<file path="src/design/aes_cmac_tag_engine_core_assert.svh">
// Assertion macros shared by the CMAC tag engine.
// Needs a clock named clk and a reset named rst in the including scope.
`ifndef AES_CMAC_TAG_ENGINE_CORE_ASSERT_SVH
`define AES_CMAC_TAG_ENGINE_CORE_ASSERT_SVH
`define ACMAC_ASSERT_IMPL(lbl, ante, cons, msg) \
  lbl: assert property (@(posedge clk) disable iff (rst) (ante) |-> (cons)) else $error(msg);
`define ACMAC_ASSERT_NEXT(lbl, ante, cons, msg) \
  lbl: assert property (@(posedge clk) disable iff (rst) (ante) |=> (cons)) else $error(msg);
`endif

</file>
<file path="src/design/acmac_pkg.sv">
// Shared constants, types and table functions for the CMAC tag engine.
// No dependencies.
package acmac_pkg;

  localparam int unsigned BlockWidth = 128;
  localparam int unsigned Rounds = 10;
  localparam logic [7:0] FoldConst = 8'h87;
  localparam logic [7:0] PadConst = 8'h80;

  localparam logic CfgKeyHigh = 1'b0;
  localparam logic CfgKeyLow = 1'b1;

  typedef struct packed {
    logic busy;
    logic done;
  } aes_status_t;

  localparam logic [7:0] SBOX [256] = '{
    8'h63,8'h7c,8'h77,8'h7b,8'hf2,8'h6b,8'h6f,8'hc5,8'h30,8'h01,8'h67,8'h2b,8'hfe,8'hd7,8'hab,8'h76,
    8'hca,8'h82,8'hc9,8'h7d,8'hfa,8'h59,8'h47,8'hf0,8'had,8'hd4,8'ha2,8'haf,8'h9c,8'ha4,8'h72,8'hc0,
    8'hb7,8'hfd,8'h93,8'h26,8'h36,8'h3f,8'hf7,8'hcc,8'h34,8'ha5,8'he5,8'hf1,8'h71,8'hd8,8'h31,8'h15,
    8'h04,8'hc7,8'h23,8'hc3,8'h18,8'h96,8'h05,8'h9a,8'h07,8'h12,8'h80,8'he2,8'heb,8'h27,8'hb2,8'h75,
    8'h09,8'h83,8'h2c,8'h1a,8'h1b,8'h6e,8'h5a,8'ha0,8'h52,8'h3b,8'hd6,8'hb3,8'h29,8'he3,8'h2f,8'h84,
    8'h53,8'hd1,8'h00,8'hed,8'h20,8'hfc,8'hb1,8'h5b,8'h6a,8'hcb,8'hbe,8'h39,8'h4a,8'h4c,8'h58,8'hcf,
    8'hd0,8'hef,8'haa,8'hfb,8'h43,8'h4d,8'h33,8'h85,8'h45,8'hf9,8'h02,8'h7f,8'h50,8'h3c,8'h9f,8'ha8,
    8'h51,8'ha3,8'h40,8'h8f,8'h92,8'h9d,8'h38,8'hf5,8'hbc,8'hb6,8'hda,8'h21,8'h10,8'hff,8'hf3,8'hd2,
    8'hcd,8'h0c,8'h13,8'hec,8'h5f,8'h97,8'h44,8'h17,8'hc4,8'ha7,8'h7e,8'h3d,8'h64,8'h5d,8'h19,8'h73,
    8'h60,8'h81,8'h4f,8'hdc,8'h22,8'h2a,8'h90,8'h88,8'h46,8'hee,8'hb8,8'h14,8'hde,8'h5e,8'h0b,8'hdb,
    8'he0,8'h32,8'h3a,8'h0a,8'h49,8'h06,8'h24,8'h5c,8'hc2,8'hd3,8'hac,8'h62,8'h91,8'h95,8'he4,8'h79,
    8'he7,8'hc8,8'h37,8'h6d,8'h8d,8'hd5,8'h4e,8'ha9,8'h6c,8'h56,8'hf4,8'hea,8'h65,8'h7a,8'hae,8'h08,
    8'hba,8'h78,8'h25,8'h2e,8'h1c,8'ha6,8'hb4,8'hc6,8'he8,8'hdd,8'h74,8'h1f,8'h4b,8'hbd,8'h8b,8'h8a,
    8'h70,8'h3e,8'hb5,8'h66,8'h48,8'h03,8'hf6,8'h0e,8'h61,8'h35,8'h57,8'hb9,8'h86,8'hc1,8'h1d,8'h9e,
    8'he1,8'hf8,8'h98,8'h11,8'h69,8'hd9,8'h8e,8'h94,8'h9b,8'h1e,8'h87,8'he9,8'hce,8'h55,8'h28,8'hdf,
    8'h8c,8'ha1,8'h89,8'h0d,8'hbf,8'he6,8'h42,8'h68,8'h41,8'h99,8'h2d,8'h0f,8'hb0,8'h54,8'hbb,8'h16
  };

  function automatic logic [7:0] sbox(input logic [7:0] b);
    return SBOX[b];
  endfunction

  function automatic logic [7:0] rcon(input logic [3:0] r);
    logic [7:0] v;
    case (r)
      4'd1: v = 8'h01;
      4'd2: v = 8'h02;
      4'd3: v = 8'h04;
      4'd4: v = 8'h08;
      4'd5: v = 8'h10;
      4'd6: v = 8'h20;
      4'd7: v = 8'h40;
      4'd8: v = 8'h80;
      4'd9: v = 8'h1b;
      4'd10: v = 8'h36;
      default: v = 8'h00;
    endcase
    return v;
  endfunction

  function automatic logic [7:0] xtime(input logic [7:0] x);
    return {x[6:0], 1'b0} ^ (x[7] ? 8'h1b : 8'h00);
  endfunction

endpackage

</file>
<file path="src/design/acmac_aes_unit.sv">
// Column-serial AES-128 encryption unit: one 32-bit column per cycle.
// Depends on acmac_pkg for the S-box, round constants and status type.
module acmac_aes_unit (
  input  logic                    clk,
  input  logic                    rst,
  input  logic                    start,
  input  logic [127:0]            data,
  input  logic [127:0]            key,
  output acmac_pkg::aes_status_t  status,
  output logic [127:0]            result
);

  logic [127:0] st;
  logic [127:0] nxt;
  logic [127:0] kreg;
  logic [3:0]   rnd;
  logic [1:0]   col;
  logic         busy;
  logic         done;

  logic [7:0]  sb [4];
  logic [31:0] col_out;
  logic [31:0] tmp;
  logic [31:0] new_w;
  logic [31:0] word;
  logic [7:0]  all;
  logic [1:0]  src;
  logic [31:0] w3;

  always_comb begin
    all = 8'h00;
    for (int k = 0; k < 4; k++) begin
      src = col + 2'(k);
      sb[k] = acmac_pkg::sbox(st[127 - 32 * src - 8 * k -: 8]);
      all = all ^ sb[k];
    end
    if (rnd == 4'(acmac_pkg::Rounds)) begin
      col_out = {sb[0], sb[1], sb[2], sb[3]};
    end else begin
      col_out = {sb[0] ^ all ^ acmac_pkg::xtime(sb[0] ^ sb[1]),
                 sb[1] ^ all ^ acmac_pkg::xtime(sb[1] ^ sb[2]),
                 sb[2] ^ all ^ acmac_pkg::xtime(sb[2] ^ sb[3]),
                 sb[3] ^ all ^ acmac_pkg::xtime(sb[3] ^ sb[0])};
    end
    w3 = kreg[31:0];
    if (col == 2'd0) begin
      tmp = {acmac_pkg::sbox(w3[23:16]) ^ acmac_pkg::rcon(rnd), acmac_pkg::sbox(w3[15:8]),
             acmac_pkg::sbox(w3[7:0]), acmac_pkg::sbox(w3[31:24])};
    end else begin
      tmp = w3;
    end
    new_w = kreg[127:96] ^ tmp;
    word = col_out ^ new_w;
  end

  always_ff @(posedge clk) begin
    if (rst) begin
      busy <= 1'b0;
      done <= 1'b0;
      rnd <= 4'd0;
      col <= 2'd0;
    end else begin
      done <= 1'b0;
      if (start) begin
        st <= data ^ key;
        kreg <= key;
        rnd <= 4'd1;
        col <= 2'd0;
        busy <= 1'b1;
      end else if (busy) begin
        kreg <= {kreg[95:0], new_w};
        nxt <= {nxt[95:0], word};
        col <= col + 2'd1;
        if (col == 2'd3) begin
          st <= {nxt[95:0], word};
          rnd <= rnd + 4'd1;
          if (rnd == 4'(acmac_pkg::Rounds)) begin
            busy <= 1'b0;
            done <= 1'b1;
          end
        end
      end
    end
  end

  assign status = '{busy: busy, done: done};
  assign result = st;

endmodule

</file>
<file path="src/design/aes_cmac_tag_engine_core.sv">
// AES-128 CMAC tag engine top level: message sequencing, subkeys and tag register.
// Depends on acmac_pkg, acmac_aes_unit and aes_cmac_tag_engine_core_assert.svh.
//
// Usage: the key is written through the cfg channel (index 0 is the upper key word,
// index 1 the lower) while the engine is idle; cfg_ready is always high.
// Message blocks arrive on the msg channel, one 16-byte word per handshake, with
// is_last on the final word and byte_count giving its valid bytes (0 to 16).
// Each word costs one AES encryption in a column-serial round unit: a load step,
// then each round worked one column at a time, then a done step. The first word
// of a message adds an encryption of the zero block for the subkeys. msg_ready is
// high only while idle. The tag appears on the tag channel after the last word and
// is held in an output register until taken; a following message may start
// meanwhile, and its tag waits inside the engine while the receiver stalls.
// Reset clears the chain, closes any open message and drops tag_valid.
module aes_cmac_tag_engine_core (
  input  logic        clk,
  input  logic        rst,
  input  logic        cfg_valid,
  output logic        cfg_ready,
  input  logic        cfg_index,
  input  logic [63:0] cfg_data,
  input  logic        msg_valid,
  output logic        msg_ready,
  input  logic [63:0] block_high,
  input  logic [63:0] block_low,
  input  logic [4:0]  byte_count,
  input  logic        is_last,
  output logic        tag_valid,
  input  logic        tag_ready,
  output logic [63:0] tag_high,
  output logic [63:0] tag_low
);

  typedef enum logic [2:0] {
    ST_IDLE,
    ST_LOAD,
    ST_SUBKEY,
    ST_CHAIN,
    ST_HOLD
  } state_t;

  state_t       state;
  logic [127:0] key;
  logic [127:0] chain;
  logic [127:0] k1;
  logic [127:0] k2;
  logic [127:0] blk;
  logic [4:0]   cnt;
  logic         last;
  logic         open;

  logic         aes_start;
  logic [127:0] aes_data;
  logic [127:0] aes_result;
  acmac_pkg::aes_status_t aes_status;

  logic [127:0] padded;
  logic [127:0] final_blk;
  logic [127:0] k1_next;
  logic [127:0] k2_next;

  function automatic logic [127:0] dbl(input logic [127:0] x);
    return {x[126:0], 1'b0} ^ (x[127] ? {120'd0, acmac_pkg::FoldConst} : 128'd0);
  endfunction

  always_comb begin
    for (int j = 0; j < 16; j++) begin
      if (5'(j) < cnt) begin
        padded[127 - 8 * j -: 8] = blk[127 - 8 * j -: 8];
      end else if (5'(j) == cnt) begin
        padded[127 - 8 * j -: 8] = acmac_pkg::PadConst;
      end else begin
        padded[127 - 8 * j -: 8] = 8'h00;
      end
    end
    if (!last) begin
      final_blk = blk;
    end else if (cnt >= 5'd16) begin
      final_blk = blk ^ k1;
    end else begin
      final_blk = padded ^ k2;
    end
    k1_next = dbl(aes_result);
    k2_next = dbl(k1_next);
    aes_start = (state == ST_LOAD);
    aes_data = open ? (chain ^ final_blk) : 128'd0;
  end

  acmac_aes_unit u_aes (
    .clk    (clk),
    .rst    (rst),
    .start  (aes_start),
    .data   (aes_data),
    .key    (key),
    .status (aes_status),
    .result (aes_result)
  );

  always_ff @(posedge clk) begin
    if (rst) begin
      state <= ST_IDLE;
      key <= 128'd0;
      chain <= 128'd0;
      open <= 1'b0;
      tag_valid <= 1'b0;
    end else begin
      if (cfg_valid) begin
        if (cfg_index == acmac_pkg::CfgKeyHigh) begin
          key[127:64] <= cfg_data;
        end else begin
          key[63:0] <= cfg_data;
        end
      end
      if (state == ST_HOLD && (!tag_valid || tag_ready)) begin
        tag_valid <= 1'b1;
      end else if (tag_valid && tag_ready) begin
        tag_valid <= 1'b0;
      end
      case (state)
        ST_IDLE: begin
          if (msg_valid) begin
            blk <= {block_high, block_low};
            cnt <= byte_count;
            last <= is_last;
            state <= ST_LOAD;
          end
        end
        ST_LOAD: begin
          state <= open ? ST_CHAIN : ST_SUBKEY;
        end
        ST_SUBKEY: begin
          if (aes_status.done) begin
            k1 <= k1_next;
            k2 <= k2_next;
            chain <= 128'd0;
            open <= 1'b1;
            state <= ST_LOAD;
          end
        end
        ST_CHAIN: begin
          if (aes_status.done) begin
            if (!last) begin
              chain <= aes_result;
              state <= ST_IDLE;
            end else begin
              state <= ST_HOLD;
            end
          end
        end
        ST_HOLD: begin
          if (!tag_valid || tag_ready) begin
            {tag_high, tag_low} <= aes_result;
            chain <= 128'd0;
            open <= 1'b0;
            state <= ST_IDLE;
          end
        end
        default: begin
          state <= ST_IDLE;
        end
      endcase
    end
  end

  assign cfg_ready = 1'b1;
  assign msg_ready = (state == ST_IDLE);

`include "aes_cmac_tag_engine_core_assert.svh"

  `ACMAC_ASSERT_NEXT(a_accept_busy, msg_valid && msg_ready, !msg_ready, "accepted while busy")
  `ACMAC_ASSERT_IMPL(a_done_owned, aes_status.done, state == ST_SUBKEY || state == ST_CHAIN, "stray AES done")
  `ACMAC_ASSERT_IMPL(a_tag_source, $rose(tag_valid), $past(state == ST_HOLD), "tag without final block")

endmodule
</file>
<file path="config.mk">
export PLATFORM = sky130hd
export DESIGN_NAME = aes_cmac_tag_engine_core
export DESIGN_NICKNAME = d
export VERILOG_FILES = /design/src/design/acmac_pkg.sv /design/src/design/acmac_aes_unit.sv /design/src/design/aes_cmac_tag_engine_core.sv
export VERILOG_INCLUDE_DIRS = /design/src /design/src/design
export SDC_FILE = /design/constraint.sdc
export NUM_CORES = 2
export LEC_CHECK = 0
export ABC_AREA = 1
export BUFFER_PORTS_ARGS = -buffer_cell sky130_fd_sc_hd__buf_2
export CORE_MARGIN = 2
export CORE_UTILIZATION = 45
export DETAILED_ROUTE_END_ITERATION = 8
export GPL_TIMING_DRIVEN = 1
export HOLD_SLACK_MARGIN = 0.1
export PLACE_DENSITY = 0.63
export SLEW_MARGIN = 5
export SYNTH_ARGS = -nofsm -noshare
export SYNTH_HDL_FRONTEND = slang
export SYNTH_HIERARCHICAL = 1
export SYNTH_SLANG_ARGS = --single-unit
</file>
<file path="constraint.sdc">
create_clock -name clk -period 12.1 [get_ports clk]
set_input_delay 1.21 -clock clk [delete_from_list [all_inputs] [get_ports clk]]
set_output_delay 1.21 -clock clk [all_outputs]
set_load 0.05 [all_outputs]
</file>
# Word level (Yosys, flattened, before mapping)
# Memories as Yosys holds them, arrays and structs flattened.
# Index checks and enable logic that the tools add are counted.
# classes
reduce_logical	27
bitwise_logic	40
magnitude_cmp	25
n_shift	4
addsub	11
div	0
mul	0
n_eq_ne	26
muxes	90
# op_table
operator	count
$mux W128	12
$shiftx A135 B33 Y8	4
$xor A128 B128 Y128	4
$mux W8	51
$pmux W128 S3	1
$xor A128 B8 Y128	2
$xor A8 B8 Y8	19
$ge A9 B9 Y1 const B	8
$not A8 Y9	8
$mux W32	2
$sub A32 B5 Y32 const B	2
$xor A32 B32 Y32	2
$eq A4 B5 Y1 const A	8
$lt A4 B5 Y1 const A	8
$sub A32 B4 Y32 const B	1
$sub A7 B7 Y8 const A	4
$eq A3 B5 Y1 const A	4
$lt A3 B5 Y1 const A	4
$mux W5	4
$reduce_and A3 Y1	6
$mux W3	5
$pmux W3 S5	1
$mux W1	13
$eq A2 B5 Y1 const A	2
29 further kinds	48
# word_totals
wordCells	253
output_inout_bits	131
inputBits	204
ram_bits	0
memories	9
ff_bits	1139
mem_bits_ro	16512
latchBits	0
# mem_list
memory	depth	width	read_ports	rd_clocked_by_memory_dff	write_ports	line_no	source
(no name shown)	256	8	1	0	0	acmac_pkg.sv:38	return SBOX[b];
(no name shown)	256	8	1	0	0	acmac_pkg.sv:38	
(no name shown)	256	8	1	0	0	acmac_pkg.sv:38	
(no name shown)	256	8	1	0	0	acmac_pkg.sv:38	
(no name shown)	256	8	1	0	0	acmac_pkg.sv:38	
(no name shown)	256	8	1	0	0	acmac_pkg.sv:38	
3 more memories	--	--	--	--	--	--	

# Longest topological paths before layout
# depth
depth_word	18
mapped_depth	34
depth_no_buf	29

# Cells and area by module
# The synthesis kept the hierarchy.
# modules_own_cells
mod	instances	cells_per_inst	seq_area_each_um2	area_each_um2
acmac_aes_unit	1	7036	10730.3	43145.1
aes_cmac_tag_engine_core	1	3318	17026.3	29482.0

# Least setup slack after synthesis
# Ideal clock, no wire load.
# synth_timing
kind	input -> register
start	input port rst
end	register tag_high[0], enable pin
slack_ns	1.243
setup_time_ns	0.773
t_arrival_ns	10.085
t_required_ns	11.327
path_buffers	1
stages	2
cell_sequence	clkbuf_1 nor3_1
# synth_between
elab_chain_len	2
# synth_rtl
item	line_no	source
start, declared	aes_cmac_tag_engine_core.sv:17	input logic rst,
$not A1 Y1 (no source line)	--	
$reduce_and A3 Y1 (no source line)	--	
end signal, assigned	aes_cmac_tag_engine_core.sv:152	{tag_high, tag_low} <= aes_result;
end, declared	aes_cmac_tag_engine_core.sv:30	output logic [63:0] tag_high,
# Every way passes these cells.
# A chain may end at the register's enable or synchronous reset.

# Final worst setup path
# layout_timing
start	register u_aes.col[1]
end	register u_aes.st[22], in the netlist u_aes/result[22], data pin
# layout_between
elab_chain_len	18
elab_cells_between_ends	45
cone_classes	add/sub: 10; shift: 4; mux: 13; bitwise: 13; reduce/logical: 1; memory: 4
# layout_rtl
item	line_no	source
start, declared	acmac_aes_unit.sv:17	logic [1:0] col;
start signal, assigned	acmac_aes_unit.sv:73	col <= col + 2'd1;
$add A2 B1 Y2	acmac_aes_unit.sv:33	src = col + 2'(k);
$sub A7 B7 Y8	acmac_aes_unit.sv:34	sb[k] = acmac_pkg::sbox(st[127 - 32 * src - 8 * k -: 8]);
$sub A32 B4 Y32	acmac_aes_unit.sv:34	
$shiftx A135 B33 Y8	acmac_aes_unit.sv:34	
$not A8 Y9 (implied by the code)	acmac_pkg.sv:38	
$mem_v2 Z256 W8	--	
$mux W8 (implied by the code) (2 in a row)	acmac_pkg.sv:38	
$xor A8 B8 Y8 (3 in a row)	acmac_aes_unit.sv:35	all = all ^ sb[k];
$xor A8 B8 Y8 (2 in a row)	acmac_aes_unit.sv:41	sb[1] ^ all ^ acmac_pkg::xtime(sb[1] ^ sb[2]),
$mux W32	acmac_aes_unit.sv:37	if (rnd == 4'(acmac_pkg::Rounds)) begin
$xor A32 B32 Y32 *	acmac_aes_unit.sv:53	word = col_out ^ new_w;
$mux W128 *	acmac_aes_unit.sv:74	if (col == 2'd3) begin
$mux W128 *	acmac_aes_unit.sv:70	end else if (busy) begin
$mux W128 *	acmac_aes_unit.sv:64	if (start) begin
end signal, assigned	acmac_aes_unit.sv:65	st <= data ^ key;
end signal, assigned	acmac_aes_unit.sv:75	st <= {nxt[95:0], word};
end, declared	acmac_aes_unit.sv:13	logic [127:0] st;
# Every way passes the cells marked *; elsewhere a longest branch is shown, timed or not. The select of a mux whose other input is x is not followed.

==> run_results.csv <==
group,metric,value,unit
cts,clk_latency,810,ps
placement,hpwl,270.8,mm
cts,clock_sinks,1014,
sta,finalCriticalPeriod,6581,ps
yosys,synth_area,72620,um^2
cts,cts_hold_buf,0,
flow_run,cap_violations,0,
outcome,violations,"design-rule violations",
sta,setup-tns-final,0,ps
detailed_routing,drt_pass1_iterations,9,
cells_and_area,nets,10590,
floorplanning,fp-row-count,147,
cells_and_area,regArea,27760,um^2
placement,routabilityCongestion,1.068,
detailed_routing,routed_wirelength,373.5,mm
detailed_routing,num_vias,81010,
detailed_routing,drtIter0Drc,15240,
detailed_routing,post_drt_wl_per_cell,29.76,um
critical_path,path_max_fanout,31,
global_routing,antenna_found_initial,54,
detailed_routing,viasPerCell,6.455,
critical_path,worstPathArrival,7060,ps
cells_and_area,multi_input_area,39390,um^2
cts,post-cts-setup-buffers,0,
floorplanning,start_util,0.4528,
sta,rsz0062_at_grt,"no",
critical_path,slowest_delay,650,ps
sta,maxSlewViolCount,0,
detailed_routing,ant_nets,0,
sta,hold_viol,0,
yosys,ys_warn_count,6,
placement,port_buffers,333,
placement,place_worst_setup_slack,5809,ps
critical_path,required,12580,ps
yosys,synth_cells,10350,
critical_path,path_cells,"buf_4, inv_2, ha_2, inv_2, nand3_1, nand2_1, buf_4, nand2_1, nand2_1, nand3_1, nand3_1, nand3_1, nand3_2, nand2_2, inv_2, nand2_1, nand2_1, nand3_1, nand3_1, nand3_1, nand3_1, nand2_1",
floorplanning,die_w,405.7,um
floorplanning,die-area,164600,um^2
floorplanning,ios,335,
sta,fin_crit_sh,0.5439,
yosys,postSynthAreaPerCell,7.014,um^2
cts,clk_pin_slew_worst_paths,60,ps
sta,fin_ws,5519,ps
cells_and_area,drive_gt1_frac,0.08259,
sta,slew-limit-headroom,0.1026,
cts,ctsResizeCount,0,
cts,cts_made_buffers,109,
cells_and_area,nFillCells,16220,
floorplanning,die_h,405.7,um
detailed_routing,drc,1,
global_routing,grt_pass1_wl,522.1,mm
sta,setup_viol,0,
critical_path,crit_top_cell,"nand3_1",
global_routing,overflow,0,
critical_path,start_kind,"register",
critical_path,crit_type,"register to register",
critical_path,endpoint_kind,"register",
global_routing,grt_pass1_vias,71850,
global_routing,grt_start_max_net_pins,124,
cts,cts_tree,"done",
global_routing,grt_usage,0.4350,
sta,clock.fmax,0.1519,GHz
cts,clk_path_buf_depth,3,
cts,clockRootBuffer,"clkbuf_16",
floorplanning,core_area,160400,um^2
critical_path,critical-path-slowest-cell,"nand3_1",
cells_and_area,area_growth,8.380,%
outcome,status,"finished, violations left",
cts,htreeDepth,3,
sta,skew,90.05,ps
worst_hold_path,hold_path.class,"register to register",
sta,tightestPinTransition,1341,ps
yosys,syn-num-nets,10680,
## final cells by class
cell class	count	area share
antenna	25	0.0007949
clock buffer	150	0.03944
clock inverter	57	0.009061
inverter	638	0.03071
multi-input combinational	8060	0.5005
sequential	1014	0.3528
tap	2160	0.03434
timing repair buffer	446	0.03240
## final timing paths
check,startpoint,endpoint,slack (ps),cells after the start
max reg2reg,u_aes/col[1],u_aes/result[22],5520,22
min reg2reg,u_aes/nxt[48],u_aes/nxt[80],400,0
min,u_aes/nxt[48],u_aes/nxt[80],400,0
max,u_aes/col[1],u_aes/result[22],5520,22
## routing by layer
layer	track usage	vias up	wire, um
li1	-	35110	-
met1	0.5779	38390	142700
met2	0.6235	6246	153700
met3	0.1276	1202	50540
met4	0.2570	52	26180
met5	0	-	331
## layout by cell type, fill, tap and decap left out, drive strengths merged, types with 130 or more instances in the layout
| cell | n |
|---|---|
| xnor2 | 186 |
| a21oi | 637 |
| clkbuf | 150 |
| o211ai | 130 |
| inv | 632 |
| o21ai | 642 |
| dfxtp | 269 |
| nand2 | 3238 |
| buf | 446 |
| edfxtp | 745 |
| nand3 | 2067 |
| nor2 | 496 |
## per-stage QoR
stage	instances	instance area [um^2]	hold WS (ps)	utilization
floorplan	10350	72620	426.8	-
global placement	12320	74820	430.5	0.4665
detailed placement	12320	74820	433.1	0.4665
CTS	12530	78640	400.9	0.4903
global route	12530	78670	436.4	0.4905
finish	12550	78710	396.4	0.4907
## registers in the layout (all words and copies together) (netlist names), 2 cells and up
signal	flops
key	128
state	3
chain	128
tag_low	64
u_aes/rnd	4
cnt	5
blk	128
u_aes/result	128
tag_high	64
k2	4
u_aes/col	2
u_aes/kreg	128
k1	127
u_aes/nxt	96
## critical path: cells and delay by family (launching register included)
family,cells,cell delay (ps)
buf+inv,5,1920
fa+ha+maj,1,620
simple gates,16,3410
flops,1,300
Power is not shown: default switching activity piles up to over one toggle a cycle in this logic, so the estimate is an artifact.
